$ cat src/hdl/smde_pkg.sv
package smde_pkg;

  // fixed field widths
  localparam int COL_W = 4;
  localparam int ROW_W = 8;
  localparam int BIT_W = 3;
  localparam int SWITCH_W = COL_W + BIT_W;
  localparam int EVENT_W = COL_W + BIT_W + 1;

  // default matrix size
  localparam int NUM_COLUMNS_DEF = 16;

  // item kinds
  localparam logic KIND_SCAN = 1'b0;
  localparam logic KIND_PRELOAD = 1'b1;

  typedef enum logic [1:0] {
    ST_IDLE,
    ST_EVAL,
    ST_EMIT
  } state_t;

  // write into both column stores
  typedef struct packed {
    logic en;
    logic [COL_W-1:0] addr;
    logic [ROW_W-1:0] prev;
    logic [ROW_W-1:0] deb;
  } store_wr_t;

  // lowest pending bit and what remains after it
  typedef struct packed {
    logic [BIT_W-1:0] idx;
    logic [ROW_W-1:0] rest;
  } pick_t;

endpackage

$ cat src/hdl/smde_if.sv
interface smde_in_if;
  import smde_pkg::*;
  logic valid;
  logic ready;
  logic kind;
  logic [COL_W-1:0] column;
  logic [ROW_W-1:0] row_bits;

  modport source (output valid, output kind, output column, output row_bits, input ready);
  modport sink (input valid, input kind, input column, input row_bits, output ready);
endinterface

interface smde_out_if;
  import smde_pkg::*;
  logic valid;
  logic ready;
  logic [SWITCH_W-1:0] switch_number;
  logic [EVENT_W-1:0] event_index;
  logic active;
  logic last;

  modport source (output valid, output switch_number, output event_index, output active,
                  output last, input ready);
  modport sink (input valid, input switch_number, input event_index, input active,
                input last, output ready);
endinterface

$ cat src/hdl/smde_store.sv
module smde_store
  import smde_pkg::*;
#(
  parameter int NUM_COLUMNS = NUM_COLUMNS_DEF
) (
  input  logic clk,
  input  logic rst,
  input  store_wr_t wr,
  input  logic [COL_W-1:0] rd_addr,
  output logic [ROW_W-1:0] rd_prev,
  output logic [ROW_W-1:0] rd_deb
);

  localparam int IdxW = (NUM_COLUMNS > 1) ? $clog2(NUM_COLUMNS) : 1;

  logic [ROW_W-1:0] prev_rows [NUM_COLUMNS];
  logic [ROW_W-1:0] deb_rows [NUM_COLUMNS];
  logic rd_ok;

  // previous sample and debounced state per column
  always_ff @(posedge clk) begin
    if (rst) begin
      for (int i = 0; i < NUM_COLUMNS; i++) begin
        prev_rows[i] <= '0;
        deb_rows[i] <= '0;
      end
    end else if (wr.en && ({1'b0, wr.addr} < (COL_W + 1)'(NUM_COLUMNS))) begin
      prev_rows[wr.addr[IdxW-1:0]] <= wr.prev;
      deb_rows[wr.addr[IdxW-1:0]] <= wr.deb;
    end
  end

  // read of the addressed column, zero outside the matrix
  assign rd_ok = {1'b0, rd_addr} < (COL_W + 1)'(NUM_COLUMNS);
  assign rd_prev = rd_ok ? prev_rows[rd_addr[IdxW-1:0]] : '0;
  assign rd_deb = rd_ok ? deb_rows[rd_addr[IdxW-1:0]] : '0;

endmodule

$ cat src/hdl/smde_pick.sv
module smde_pick
  import smde_pkg::*;
(
  input  logic [ROW_W-1:0] mask,
  output pick_t pick
);

  // priority encode the lowest set bit
  always_comb begin
    pick.idx = '0;
    for (int i = ROW_W - 1; i >= 0; i--) begin
      if (mask[i]) begin
        pick.idx = BIT_W'(i);
      end
    end
    pick.rest = mask & (mask - ROW_W'(1));
  end

endmodule

$ cat src/hdl/switch_matrix_debounce_events_top.sv
// first event: item latched, eval state updates the stores and sets the pending mask,
// emit state loads the output register; one event per cycle while the output does not
// stall, set by the single lowest-bit pick unit; a column outside the matrix is dropped
// input ready is high only while no item is being worked; output stalls hold the scan
// reset: both column stores clear to zero, no events pending, output empty
module switch_matrix_debounce_events_top
  import smde_pkg::*;
#(
  parameter int NUM_COLUMNS = NUM_COLUMNS_DEF
) (
  input  logic clk,
  input  logic rst,
  smde_in_if.sink samples,
  smde_out_if.source events
);

  state_t state;
  state_t state_next;

  logic kind;
  logic [COL_W-1:0] column;
  logic [ROW_W-1:0] row_bits;
  logic [ROW_W-1:0] mask;
  logic [ROW_W-1:0] mask_next;

  logic out_valid;
  logic load_out;
  logic [SWITCH_W-1:0] out_switch;
  logic [EVENT_W-1:0] out_event;
  logic out_active;
  logic out_last;

  store_wr_t wr;
  logic [ROW_W-1:0] rd_prev;
  logic [ROW_W-1:0] rd_deb;
  logic [ROW_W-1:0] accepted;
  pick_t pick;
  logic take;
  logic col_ok;

  smde_store #(
    .NUM_COLUMNS(NUM_COLUMNS)
  ) u_store (
    .clk(clk),
    .rst(rst),
    .wr(wr),
    .rd_addr(column),
    .rd_prev(rd_prev),
    .rd_deb(rd_deb)
  );

  smde_pick u_pick (
    .mask(mask),
    .pick(pick)
  );

  assign samples.ready = (state == ST_IDLE);
  assign take = samples.valid && samples.ready;
  assign col_ok = {1'b0, samples.column} < (COL_W + 1)'(NUM_COLUMNS);

  // stable for two samples and different from the debounced state
  assign accepted = ~(row_bits ^ rd_prev) & (row_bits ^ rd_deb);

  // item latch
  always_ff @(posedge clk) begin
    if (take) begin
      kind <= samples.kind;
      column <= samples.column;
      row_bits <= samples.row_bits;
    end
  end

  // state and pending mask
  always_ff @(posedge clk) begin
    if (rst) begin
      state <= ST_IDLE;
      mask <= '0;
    end else begin
      state <= state_next;
      mask <= mask_next;
    end
  end

  // sequencer
  always_comb begin
    state_next = state;
    mask_next = mask;
    load_out = 1'b0;
    wr = '0;
    case (state)
      ST_IDLE: begin
        if (take && col_ok) begin
          state_next = ST_EVAL;
        end
      end
      ST_EVAL: begin
        wr.en = 1'b1;
        wr.addr = column;
        wr.prev = row_bits;
        if (kind == KIND_PRELOAD) begin
          wr.deb = row_bits;
          mask_next = '0;
          state_next = ST_IDLE;
        end else begin
          wr.deb = rd_deb ^ accepted;
          mask_next = accepted;
          state_next = (accepted == '0) ? ST_IDLE : ST_EMIT;
        end
      end
      ST_EMIT: begin
        if (!out_valid || events.ready) begin
          load_out = 1'b1;
          mask_next = pick.rest;
          if (pick.rest == '0) begin
            state_next = ST_IDLE;
          end
        end
      end
      default: begin
        state_next = ST_IDLE;
        mask_next = '0;
      end
    endcase
  end

  // output register valid
  always_ff @(posedge clk) begin
    if (rst) begin
      out_valid <= 1'b0;
    end else if (load_out) begin
      out_valid <= 1'b1;
    end else if (events.ready) begin
      out_valid <= 1'b0;
    end
  end

  // output register payload
  always_ff @(posedge clk) begin
    if (load_out) begin
      out_switch <= {column, pick.idx};
      out_event <= {column, pick.idx, ~row_bits[pick.idx]};
      out_active <= ~row_bits[pick.idx];
      out_last <= (pick.rest == '0);
    end
  end

  assign events.valid = out_valid;
  assign events.switch_number = out_switch;
  assign events.event_index = out_event;
  assign events.active = out_active;
  assign events.last = out_last;

endmodule

$ cat src/flat_wrapper.sv
// flat-port wrapper written by rule: the top's interface ports become plain ports
module switch_matrix_debounce_events_top_flat import smde_pkg::*;
#(
  parameter int NUM_COLUMNS = NUM_COLUMNS_DEF
)
  (clk, rst, samples_valid, samples_kind, samples_column, samples_row_bits, samples_ready, events_valid, events_switch_number, events_event_index, events_active, events_last, events_ready);
  smde_in_if samples_i ();
  smde_out_if events_i ();
  input  logic clk;
  input  logic rst;
  input wire logic [$bits(samples_i.valid)-1:0] samples_valid;
  input wire logic [$bits(samples_i.kind)-1:0] samples_kind;
  input wire logic [$bits(samples_i.column)-1:0] samples_column;
  input wire logic [$bits(samples_i.row_bits)-1:0] samples_row_bits;
  output wire logic [$bits(samples_i.ready)-1:0] samples_ready;
  output wire logic [$bits(events_i.valid)-1:0] events_valid;
  output wire logic [$bits(events_i.switch_number)-1:0] events_switch_number;
  output wire logic [$bits(events_i.event_index)-1:0] events_event_index;
  output wire logic [$bits(events_i.active)-1:0] events_active;
  output wire logic [$bits(events_i.last)-1:0] events_last;
  input wire logic [$bits(events_i.ready)-1:0] events_ready;
  assign samples_i.valid = samples_valid;
  assign samples_i.kind = samples_kind;
  assign samples_i.column = samples_column;
  assign samples_i.row_bits = samples_row_bits;
  assign samples_ready = samples_i.ready;
  assign events_valid = events_i.valid;
  assign events_switch_number = events_i.switch_number;
  assign events_event_index = events_i.event_index;
  assign events_active = events_i.active;
  assign events_last = events_i.last;
  assign events_i.ready = events_ready;
  switch_matrix_debounce_events_top #(.NUM_COLUMNS(NUM_COLUMNS)) u_core (.clk(clk), .rst(rst), .samples(samples_i), .events(events_i));
endmodule
$ cat config.mk
export PLATFORM = sky130hd
export DESIGN_NAME = switch_matrix_debounce_events_top_flat
export DESIGN_NICKNAME = d
export VERILOG_FILES = /design/src/hdl/smde_pkg.sv /design/src/hdl/smde_if.sv /design/src/hdl/smde_store.sv /design/src/hdl/smde_pick.sv /design/src/hdl/switch_matrix_debounce_events_top.sv /design/src/flat_wrapper.sv
export SDC_FILE = /design/constraint.sdc
export NUM_CORES = 1
export LEC_CHECK = 0
export ABC_CLOCK_PERIOD_IN_PS = 4550
export BUFFER_PORTS_ARGS = -buffer_cell sky130_fd_sc_hd__buf_2
export CAP_MARGIN = 20
export CORE_UTILIZATION = 35
export CTS_BUF_LIST = sky130_fd_sc_hd__clkbuf_4
export DETAILED_ROUTE_END_ITERATION = 12
export GPL_ROUTABILITY_DRIVEN = 0
export HOLD_SLACK_MARGIN = 0.1
export PLACE_DENSITY = 0.5
export RECOVER_POWER = 100
export SYNTH_ARGS = -nofsm -noshare
export SYNTH_HDL_FRONTEND = slang
export SYNTH_HIERARCHICAL = 1
export SYNTH_SLANG_ARGS = --single-unit
$ cat constraint.sdc
create_clock -name clk -period 4.55 [get_ports clk]
set_input_delay 0.6825 -clock clk [delete_from_list [all_inputs] [get_ports clk]]
set_output_delay 0.6825 -clock clk [all_outputs]
set_load 0.1 [all_outputs]
Word-level counts from Yosys, hierarchy flattened:

Memories as Yosys holds them, arrays and structs flattened. A register that Yosys moved wholly into a read port is not among the register bits.
Index checks and enable logic that the tools add are counted.
Widths: inputs -> output; s select.

* $add $sub $neg: 1
* $lt $le $gt $ge: 1
* reduce and logical (&&, ||, !) cells: 11
* eq/ne operators: 5
* bitwise logic cells: 8
* muxes and demuxes: 38

Operator list (number)
* $mux 8: 5
* $mux 3: 8
* $pmux 8 s3: 1
* $xor 8x8->8: 3
* $mux 21: 1
* $and 8x8->8: 2
* $logic_not 8->1: 2
* $mux 4: 4
* $reduce_or 8->1: 2
* $mux 1: 12
* $mux 2: 5
* $not 8->8: 1
* $sub 8x1->8 const B: 1
* $pmux 2 s3: 1
* $lt 3x4->1 const B: 1
* $ne 2x1->1 const B: 2
* $bmux 1 s3: 1
* $reduce_and 3->1: 1
* $eq 2x1->1 const B: 1
* $eq 2x2->1 const B: 1
* $logic_not 2->1: 1
* $ne 2x2->1 const B: 1
* $not 1->1: 2
* $reduce_and 2->1: 1
* 4 further kinds: 4

* bits of input ports: 17
* register bits: 41
* memories kept: 2
* output and inout bits: 19
* memory bits (writable): 256

Memory list
* u_core.u_store.deb_rows: words 16, width 8, rd ports 1, clocked after Yosys merged registers in 1, wr ports 16, RTL line smde_store.sv:17 `logic [ROW_W-1:0] deb_rows [NUM_COLUMNS];`
* u_core.u_store.prev_rows: words 16, width 8, rd ports 1, clocked after Yosys merged registers in 1, wr ports 16, RTL line smde_store.sv:16 `logic [ROW_W-1:0] prev_rows [NUM_COLUMNS];`

Longest topological paths before layout:

* word-level depth: 11
* gate-level depth with buffers: 10
* mapped depth without buffers: 8

By module:

Netlist, hierarchy kept.

By module, submodules not included
* smde_store: cells an instance 722, instances 1, area each 11572.3 µm²
* switch_matrix_debounce_events_top: cells an instance 178, instances 1, area each 1794.2 µm²
* smde_pick: cells an instance 22, instances 1, area each 148.9 µm²

Least setup slack after synthesis:

Ideal clock, no wire load.

* path kind: register to register
* from: reg u_core.column[0]
* to: mem u_core.u_store.deb_rows[12][7] (data pin)
* cell stages (with the launch flop): 11
* setup slack: 1.879 ns
* period minus slack after synthesis: 2.671 ns
* arrival: 2.415 ns
* library setup time: 0.256 ns
* buffers on the path: 3
* required time: 4.294 ns
* path through: edfxtp_1 > buf_2 > buf_2 > mux4_2 > a22oi_1 > nand2_1 > nor2b_1 > o21ai_0 > a21boi_0 > clkbuf_1 > and2_2

RTL lines
* start: declaration: RTL line switch_matrix_debounce_events_top.sv:21 `logic [COL_W-1:0] column;`
* start signal: assignment: RTL line switch_matrix_debounce_events_top.sv:68 `column <= samples.column;`
* end: declaration: RTL line smde_store.sv:17

==> flow_summary_export.csv <==
group,metric,value,unit
outcome,status,"complete, but fails checks",
outcome,violations,"capacitance limit, slew limit",
clock_network,path_clk_slew,0.07,ns
sta,worst_slack,0.712,ns
grt,grt_pass1_vias,8164,
worst_setup_path,crit_type,"register to register",
floorplan,initial_utilization,35.7,%
yosys,postSynthCellCount,922,
sta,post-route-period-util,84.4,%
sta,setup_viol,0,
sta,hold_violations,0,
worst_setup_path,cp.required,4.83,ns
worst_setup_path,critPathArrivalTime,4.12,ns
yosys,avgSynthCellArea,14.7,µm²
placement,portBuffers,35,
finish,nets,1020,
pwr,irDropWorstVdd,163,µV
yosys,ys.flop_type,"edfxtp_1",
job,cap_viol_max_count,6,
sta,worst_pin_slew,1.58,ns
sta,post-route-min-period,3.84,ns
grt,grt.total_usage,18.9,%
clock_network,insertion_delay,0.70,ns
floorplan,io_pins,36,
drt,via_count,7875,
floorplan,die-width,199,µm
clock_network,cts.sinks,289,
yosys,yosysSeqAreaShare,63.4,%
yosys,synth-seq-cells,289,
drt,ant_nets,0,
clock_network,clockBufferDepth,3,
yosys,synth-edff-count,278,
clock_network,cts-root-buf,"clkbuf_4",
grt,grt_pass1_wl,52800,µm
worst_setup_path,reg2reg_depth,6,
placement,placed_cells,1425,
sta,fin_skew,0.0268,ns
drt,remaining_drc_errors,0,
clock_network,cts_tree,"yes",
sta,max_freq,0.261,GHz
finish,final_cells,1568,
yosys,synthTopCellsByCount,"278 x edfxtp_1, 255 x and2_1, 66 x mux4_2",
yosys,synthTopCellsByArea,"edfxtp_1 62%, and2_1 12%, mux4_2 11%, a22oi_1 2.2%, dfxtp_1 1.6%",
floorplan,row_count,71,
worst_setup_path,critPathLaunchType,"register",
sta,hold_ws,0.165,ns
drt,drt-total-wl,35700,µm
worst_setup_path,timing.rr.end,"u_core/u_store/prev_rows[2][3]",
drt,detail_route.wl_per_cell,22.7,µm
finish,postLayoutCoreUtil,40.1,%
placement,placed_cell_area,0.0143,mm²
clock_network,cts_resized,0,
yosys,yosys_warnings,6,
grt,grt_overflow,0,
sta,slew_viol_final,85,
yosys,yosysMostFrequentCell,"edfxtp_1",
yosys,synth_cell_types,49,
drt,firstDrtPassIters,5,
yosys,async_flop_share,0,%
drt,routed_via_density,5.02,
placement,dp_slack,1.15,ns
grt,grt_max_degree,67,
worst_setup_path,r2r_start,"u_core/state[1]",
yosys,synth.cell_area,0.0135,mm²
floorplan,fp.dieH,199,µm
grt,antenna_found_initial,1,
finish,drive_gt1_share,24.0,%
yosys,yosys.area.top_type,"edfxtp_1",
pwr,fin_total_pwr,6.14,mW
sta,rsz0062_at_grt,"false",
placement,hpwl,20700,µm
finish,area_growth,12.3,%
finish,fin_area,0.0152,mm²
pwr,p_leak,5.31,nW
floorplan,fp.dieArea,0.0394,mm²
clock_network,htreeDepth,3,
yosys,synth_top_area_share,61.8,%
sta,setup_tns,0,ns
worst_setup_path,r2r_setup_slack,0.71,ns
yosys,syn-num-nets,943,
floorplan,core,0.0378,mm²
pwr,power_density,404,mW/mm²
min_path,min_to,"u_core/kind",
worst_setup_path,cp_max_fo,17,
worst_setup_path,cp-end-kind,"register",
sta,slew_headroom,-5.60,%
min_path,hp-class,"input port to register",
drt,first_iter_violations,562,
clock_network,cts_buffers,80,
finish,fillers,3567,
min_path,worst_hold_path.num_cells,1,
min_path,holdCritStartpoint,"samples_kind",
==> worst max-delay path by stage <==
stage | startpoint | endpoint | slack [ns] | depth (start not counted)
floorplan | u_core/column[0] | u_core/u_store/deb_rows[12][7] | 1.88 | 10
global placement | u_core/column[0] | u_core/u_store/deb_rows[12][1] | 1.07 | 9
detailed placement | u_core/column[0] | u_core/u_store/deb_rows[4][4] | 1.15 | 10
CTS | u_core/column[0] | u_core/u_store/deb_rows[6][4] | 1.12 | 10
global route | u_core/column[0] | u_core/u_store/deb_rows[6][4] | 0.48 | 9
finish | u_core/state[1] | u_core/u_store/prev_rows[2][3] | 0.71 | 6
==> layout by cell type, fill, tap and decap left out, types with 8 or more instances in the layout <==
master / n
mux4_2: 66
and2_0: 139
nor2b_1: 13
buf_2: 16
nor2_1: 35
nand2_1: 26
or2_0: 16
o21ai_0: 26
a22oi_1: 40
and3b_1: 8
clkbuf_4: 114
clkbuf_1: 27
dfxtp_1: 11
edfxtp_1: 278
and2_1: 116
and2_2: 17
buf_4: 17
clkinv_1: 14
a21oi_1: 10
==> repair_timing <==
item                                   in CTS  in global routing
hold buffers                                3                  0
endpoints found under the hold margin       3                  0
buffers inserted                            0                  0
==> routing by layer <==
layer,vias to the layer above,GRT usage (%),part of all wire [%]
met2,213,29.7,46
met3,58,3.54,5.0
li1,3595,-,-
met4,0,6.18,2.4
met1,4009,26.3,47
met5,-,0,0
==> kinds of logic (layout without fill, tap and decap cells) <==
group / after synthesis / after routing / share of synthesized area [%]
muxes: 68 / 68 / 11.1
buffers and inverters: 75 / 205 / 2.43
adders and majority gates: 4 / 4 / 0.370
and+or+nand+nor: 391 / 391 / 17.9
other: 1 / 6 / 0.0277
DFF: 289 / 289 / 63.4
AOI/OAI and AO/OA: 94 / 94 / 4.73
==> report_power, final <==
part / leakage [nW] / total (mW) / switching (mW) / internal, mW
Combinational: 1.79 / 0.778 / 0.547 / 0.231
Sequential: 2.94 / 3.08 / 0.0526 / 3.03
Clock: 0.584 / 2.27 / 1.07 / 1.20
Total: 5.31 / 6.14 / 1.67 / 4.47
==> critical path, cell delays in order (launching register included) <==
cell	delay [ns]
dfxtp_1	0.35
inv_1	0.08
ha_1	0.34
and2_0	0.28
or4b_1	0.70
nor2_4	0.48
or2_0	1.19
==> registers in the layout (all words and copies together), names as in the netlist <==
register	flops
u_core/u_store/deb_rows	128
u_core/u_store/prev_rows	128
u_core/mask	8
u_core/row_bits	8
u_core/events.switch_number	7
u_core/column	4
u_core/state	2
u_core/events.event_index	1
u_core/events.last	1
u_core/events.valid	1
u_core/kind	1
==> area by class of cell <==
type                       count  area (µm²)  share of cell area [%]
antenna                        5        12.5                  0.0825
tap                          511         639                    4.21
clock buffer                 114         856                    5.64
timing repair buffer          65         379                    2.50
inverter                       5        18.8                   0.124
multi-input combinational    558        4590                    30.2
clock inverter                21         111                   0.734
sequential                   289        8570                    56.5
Note: power is estimated with default switching activity, not from simulation.
